### src/hdl/vrrq_pkg.sv
`default_nettype none
package vrrq_pkg;

	localparam int STORE_BYTES = 1024;
	localparam int ADDR_W      = $clog2(STORE_BYTES);

	localparam logic [10:0] SIZE_MIN   = 11'd8;
	localparam logic [10:0] SIZE_MAX   = 11'(STORE_BYTES);
	localparam logic [10:0] SIZE_RESET = 11'd1024;
	localparam logic [15:0] WRAP_MARK  = 16'hFFFF;

	localparam logic [2:0] CMD_RESERVE = 3'd0;
	localparam logic [2:0] CMD_WRITE   = 3'd1;
	localparam logic [2:0] CMD_POP     = 3'd2;
	localparam logic [2:0] CMD_SPACE   = 3'd3;
	localparam logic [2:0] CMD_CLEAR   = 3'd4;

	localparam logic [1:0] ST_OK      = 2'd0;
	localparam logic [1:0] ST_NOSPACE = 2'd1;
	localparam logic [1:0] ST_EMPTY   = 2'd2;
	localparam logic [1:0] ST_INVALID = 2'd3;

	localparam logic REG_BUFFER_SIZE = 1'b0;

	typedef enum logic [3:0] {
		S_IDLE, S_EXEC, S_MARK0, S_MARK1, S_HDR0, S_HDR1,
		S_POP_H0, S_POP_H1, S_POP_D, S_POP_M0, S_POP_M1
	} seq_state_t;

	typedef struct packed {
		logic [9:0]  length;
		logic [10:0] size;
		logic [10:0] occ;
		logic [9:0]  last_pos;
		logic [9:0]  head;
		logic [10:0] append;
	} place_in_t;

	typedef struct packed {
		logic [1:0] status;
		logic [9:0] pos;
		logic       wrap;
	} place_res_t;

endpackage
`default_nettype wire

### src/hdl/vrrq_place.sv
`default_nettype none
module vrrq_place
	import vrrq_pkg::*;
(
	input  place_in_t  pin,
	output place_res_t pres
);
	logic [10:0] need;
	logic [10:0] tail_room;

	assign need      = {1'b0, pin.length} + 11'd2;
	assign tail_room = pin.size - pin.append;

	always_comb begin
		pres.status = ST_OK;
		pres.pos    = '0;
		pres.wrap   = 1'b0;
		if (pin.length == '0 || need > pin.size) begin
			pres.status = ST_INVALID;
		end else if (pin.size - pin.occ < need) begin
			pres.status = ST_NOSPACE;
		end else if (pin.occ == '0) begin
			pres.status = ST_OK;
		end else if (pin.last_pos >= pin.head) begin
			if (pin.append <= pin.size && tail_room >= need) begin
				pres.pos = pin.append[9:0];
			end else if ({1'b0, pin.head} >= need) begin
				pres.wrap = 1'b1;
			end else begin
				pres.status = ST_NOSPACE;
			end
		end else if ({1'b0, pin.head} >= pin.append &&
				{1'b0, pin.head} - pin.append >= need) begin
			pres.pos = pin.append[9:0];
		end else begin
			pres.status = ST_NOSPACE;
		end
	end
endmodule
`default_nettype wire

### config.mk
export PLATFORM = sky130hd
export DESIGN_NAME = vrrq_place
export DESIGN_NICKNAME = d
export VERILOG_FILES = /design/src/hdl/vrrq_pkg.sv /design/src/hdl/vrrq_place.sv
export SDC_FILE = /design/constraint.sdc
export NUM_CORES = 1
export LEC_CHECK = 0
export BUFFER_PORTS_ARGS = -buffer_cell sky130_fd_sc_hd__buf_4
export CORE_MARGIN = 2
export CORE_UTILIZATION = 36
export DETAILED_ROUTE_END_ITERATION = 8
export GPL_TIMING_DRIVEN = 0
export PLACE_DENSITY_LB_ADDON = 0.25
export SLEW_MARGIN = 25
export SYNTH_ARGS = -nofsm -noshare
export SYNTH_HDL_FRONTEND = slang
export SYNTH_SLANG_ARGS = --single-unit
export TNS_END_PERCENT = 5
### constraint.sdc
create_clock -name vclk -period 2.9
set_input_delay 0.145 -clock vclk [all_inputs]
set_output_delay 0.145 -clock vclk [all_outputs]
set_load 0.01 [all_outputs]
# [Yosys cells after proc, flatten, opt, wreduce, memory -nomap -nowiden]
# Index checks and enable logic that the tools add are counted.
[word_totals] ff_bits=0 elab_cells=32 input_bits=63 output_inout_bits=13
[op_classes] n_mux=15 n_addsub=4 magnitude_cmp=8 reduce_logical=5
[op_table] operator="$mux 11" n=3
[op_table] operator="$ge 10x11->1" n=2
[op_table] operator="$ge 11x11->1" n=2
[op_table] operator="$sub 11x11->11" n=2
[op_table] operator="$mux 10" n=2
[op_table] operator="$mux 12" n=1
[op_table] operator="$add 10x2->11 const B" n=1
[op_table] operator="$gt 11x11->1" n=1
[op_table] operator="$le 11x11->1" n=1
[op_table] operator="$logic_not 11->1" n=1
[op_table] operator="$lt 11x11->1" n=1
[op_table] operator="$sub 10x11->11" n=1
[op_table] operator="$ge 10x10->1" n=1
[op_table] operator="$logic_not 10->1" n=1
[op_table] operator="$mux 2" n=4
[op_table] operator="$mux 1" n=5
[op_table] operator="$logic_and 1x1->1" n=2
[op_table] operator="$logic_or 1x1->1" n=1

# [Depth between registers and ports, before layout]
[logic_depth] ltp_word=8 mapped_depth=17 ltp_nobuf=16

# [Worst setup path after synthesis]
# No wires, ideal clock.
[synth_path] path_kind="input to output" startpoint="input pin[42] in the netlist's numbering" endpoint="output pres[0] in the netlist's numbering" t_arrival_ps=3147 required_time_ps=2755 path_buffers=0 slack_ps=-392 stages=16 path_cell_list="inv_1 > ha_1 > inv_1 > fa_1 > a21o_1 > a21oi_1 > o211ai_1 > a31o_2 > a21oi_1 > xnor2_1 > ha_1 > nand2_1 > a32oi_1 > o21a_1 > nand3_2 > nor4_1"
[synth_lines] element="from (decl)" line="vrrq_place.sv:5" rtl="input place_in_t pin,"
[synth_lines] element="to (decl)" line="vrrq_place.sv:6" rtl="output place_res_t pres"

==> out/qor.yml <==
final_layout:
  final_cell_mix: "buf_4, ha_1, inv_1"
  final.fill_count: 837
  antenna_cells: 0
  final_net_count: 687
  numSequentialCells: 0
  multi_input_area_mm2: 0.00332
  nClkBuffers: 0
  ff_latch_area_um2: 0
  post_route_cells_drive_above_1_share: 0.319
  syn_to_final_growth_pct: 41.0
  final_common_cell: "buf_4"
  final_core_util: 0.521
detailed_routing:
  dr.pass1.iters: 4
  wl_per_cell_um: 15.3
  ant_nets: 0
  viasPerCell: 5.43
  drc: 0
  routed_wl_um: 9670
  vias: 3432
  drt-initial-drc-count: 100
synth:
  synth-compound-area-share: 0.265
  synthMuxAreaShare: 0
  synth_top_family_by_area: "adder cells"
  synth_nets: 590
  synth_cell_types: 47
  yosysWarnings: 0
  synth_area_per_cell_um2: 7.51
  synth-simple-area-share: 0.174
  synth_area_mm2: 0.00322
  yosys.area_share.adder: 0.387
  synth-seq-area-share: 0
  synth-xor-area-share: 0.0897
  syn_inst: 429
global_route:
  grt_max_degree: 11
  grt_pass1_vias: 3353
  antenna_found_initial: 0
  grt_usage: 0.196
  grt_overflow: 0
  grt_first_pass_wirelength_um: 15900
setup_path:
  start_kind: "input pin"
  end_kind: "output port"
  critPathRequiredTime_ns: 2.76
  startpoint: "pin[42]"
  crit_slowest_cell: "fa_2"
  path_depth: 19
  critPathKind: "in2out"
  crit_family: "compound AO/OA/AOI/OAI gates"
  crit_top_cell: "a21oi_2"
  crit_arrival_ns: 3.38
  crit_fanout: 10
  cpPeakStageDelay_ns: 0.35
  path_buf_inv: 5
  worstSetupEndpoint: "pres[3]"
  path_cells: "buf_4 > inv_4 > ha_1 > inv_1 > fa_2 > a21o_1 > a21oi_2 > o211ai_1 > a31o_2 > a21oi_2 > xnor2_1 > ha_1 > nand2_1 > a21oi_2 > a221oi_2 > or3_4 > buf_12 > a211oi_4 > buf_4"
sta:
  fmax_mhz: 283
  hold_violations: 0
  hold-worst-slack_ns: 0.712
  finalSetupTns_ns: -7.01
  rsz0062_at_grt: "true"
  tightest_slew_ns: 0.513
  fin_ws_ns: -0.630
  fin_crit_ns: 3.53
  setup_viol: 12
  fin_crit_sh: 1.22
  slew_headroom: 0.657
  maxSlewViolCount: 0
floorplan:
  start_util: 0.370
  ios: 76
  rows: 34
  fp.dieW_um: 98.6
  core_mm2: 0.00872
  dieHeight_um: 98.6
  dieArea_mm2: 0.00973
power_and_ir_drop:
  total_power_w: 0.00118
  ir_worst_vdd_mv: 0.131
  p_per_area_mw_per_mm2: 260
  power.leakage_nw: 2.23
run_status:
  status: "finished with violations"
  failed_checks: "negative setup slack"
placed_design:
  port-buffer-count: 75
  gp_congestion: 0.894
  dpl.hpwl_um: 7970
  place_ws_ns: -0.845
run:
  drv_cap: 0
worst_hold_path:
  hp-class: "in2out"
## stage by stage
stage,area [µm²],instances
after floorplan,3460,429
after global placement,4160,612
after detailed placement,4160,612
after CTS,4440,626
after global routing,4550,632
final,4550,632
## synth_stat cells (3+ instances only)
master	count	area (µm²)
a21o_1	21	158
a21oi_1	35	175
ha_1	95	1190
nor4_1	6	37.5
nor2_1	13	48.8
a31oi_1	6	37.5
xnor2_1	20	175
o21a_1	3	22.5
a211oi_2	9	113
or2_2	4	25.0
nand4_1	10	62.6
a31o_2	3	26.3
o21ai_0	16	80.1
nand2_1	25	93.8
xor2_1	13	114
o31ai_1	4	30.0
a211oi_1	3	22.5
or3_1	3	18.8
nor3_1	10	50.1
nand2b_1	3	18.8
o211ai_1	5	37.5
nor2b_1	6	37.5
and3_1	3	18.8
a221oi_1	3	26.3
inv_1	67	251
nand3_1	15	75.1
fa_1	3	60.1
## what timing repair did
action / CTS / global route
cloned: 2 / 0
endpoints found under the setup margin: 13 / 13
endpoints found under the hold margin: 0 / 0
setup buffers: 12 / 6
hold buffers: 0 / 0
pin swaps: 32 / 15
gates resized for setup: 30 / 14
## layout make-up
class,count,share of cell area
Timing Repair Buffer,95,0.170
Buffer,3,0.00963
Tap cell,108,0.0297
Inverter,67,0.0600
Multi-Input combinational cell,359,0.731
## kinds of logic after synthesis
family,Yosys count
adders and majority gates,98
xor gates and xnor gates,33
AOI/OAI and AO/OA,122
and+or+nand+nor,106
buffers and inverters,70
## worst min-delay path: cells and delay by family
kind | cells | cell delay (ns)
buffers and inverters | 3 | 0.37
AOI/OAI and AO/OA | 1 | 0.05
## worst min path at each step
| stage | startpoint | end | slack (ns) | cells after the start |
|---|---|---|---|---|
| 2_1_floorplan | pin[0] | pres[1] | 0.40 | 2 |
| 3_3_place_gp | pin[4] | pres[5] | 0.71 | 4 |
| 3_5_place_dp | pin[4] | pres[5] | 0.71 | 4 |
| 4_1_cts | pin[2] | pres[3] | 0.73 | 4 |
| 5_1_grt | pin[0] | pres[1] | 0.73 | 4 |
| 6_report | pin[9] | pres[10] | 0.71 | 4 |
## where the power goes
| part | total (W) | switching [W] | internal [W] | leakage [nW] |
|---|---|---|---|---|
| combinational | 0.00118 | 0.000615 | 0.000569 | 2.23 |
| sequential | 0 | 0 | 0 | 0 |
| clock | 0 | 0 | 0 | 0 |
## metal layers
layer | GRT usage | wire length (µm)
met4 | 0.0263 | 142
met5 | 0 | 0
met1 | 0.268 | 4390
met2 | 0.347 | 4660
met3 | 0.0106 | 467
Power figures use the tool's default switching activity.
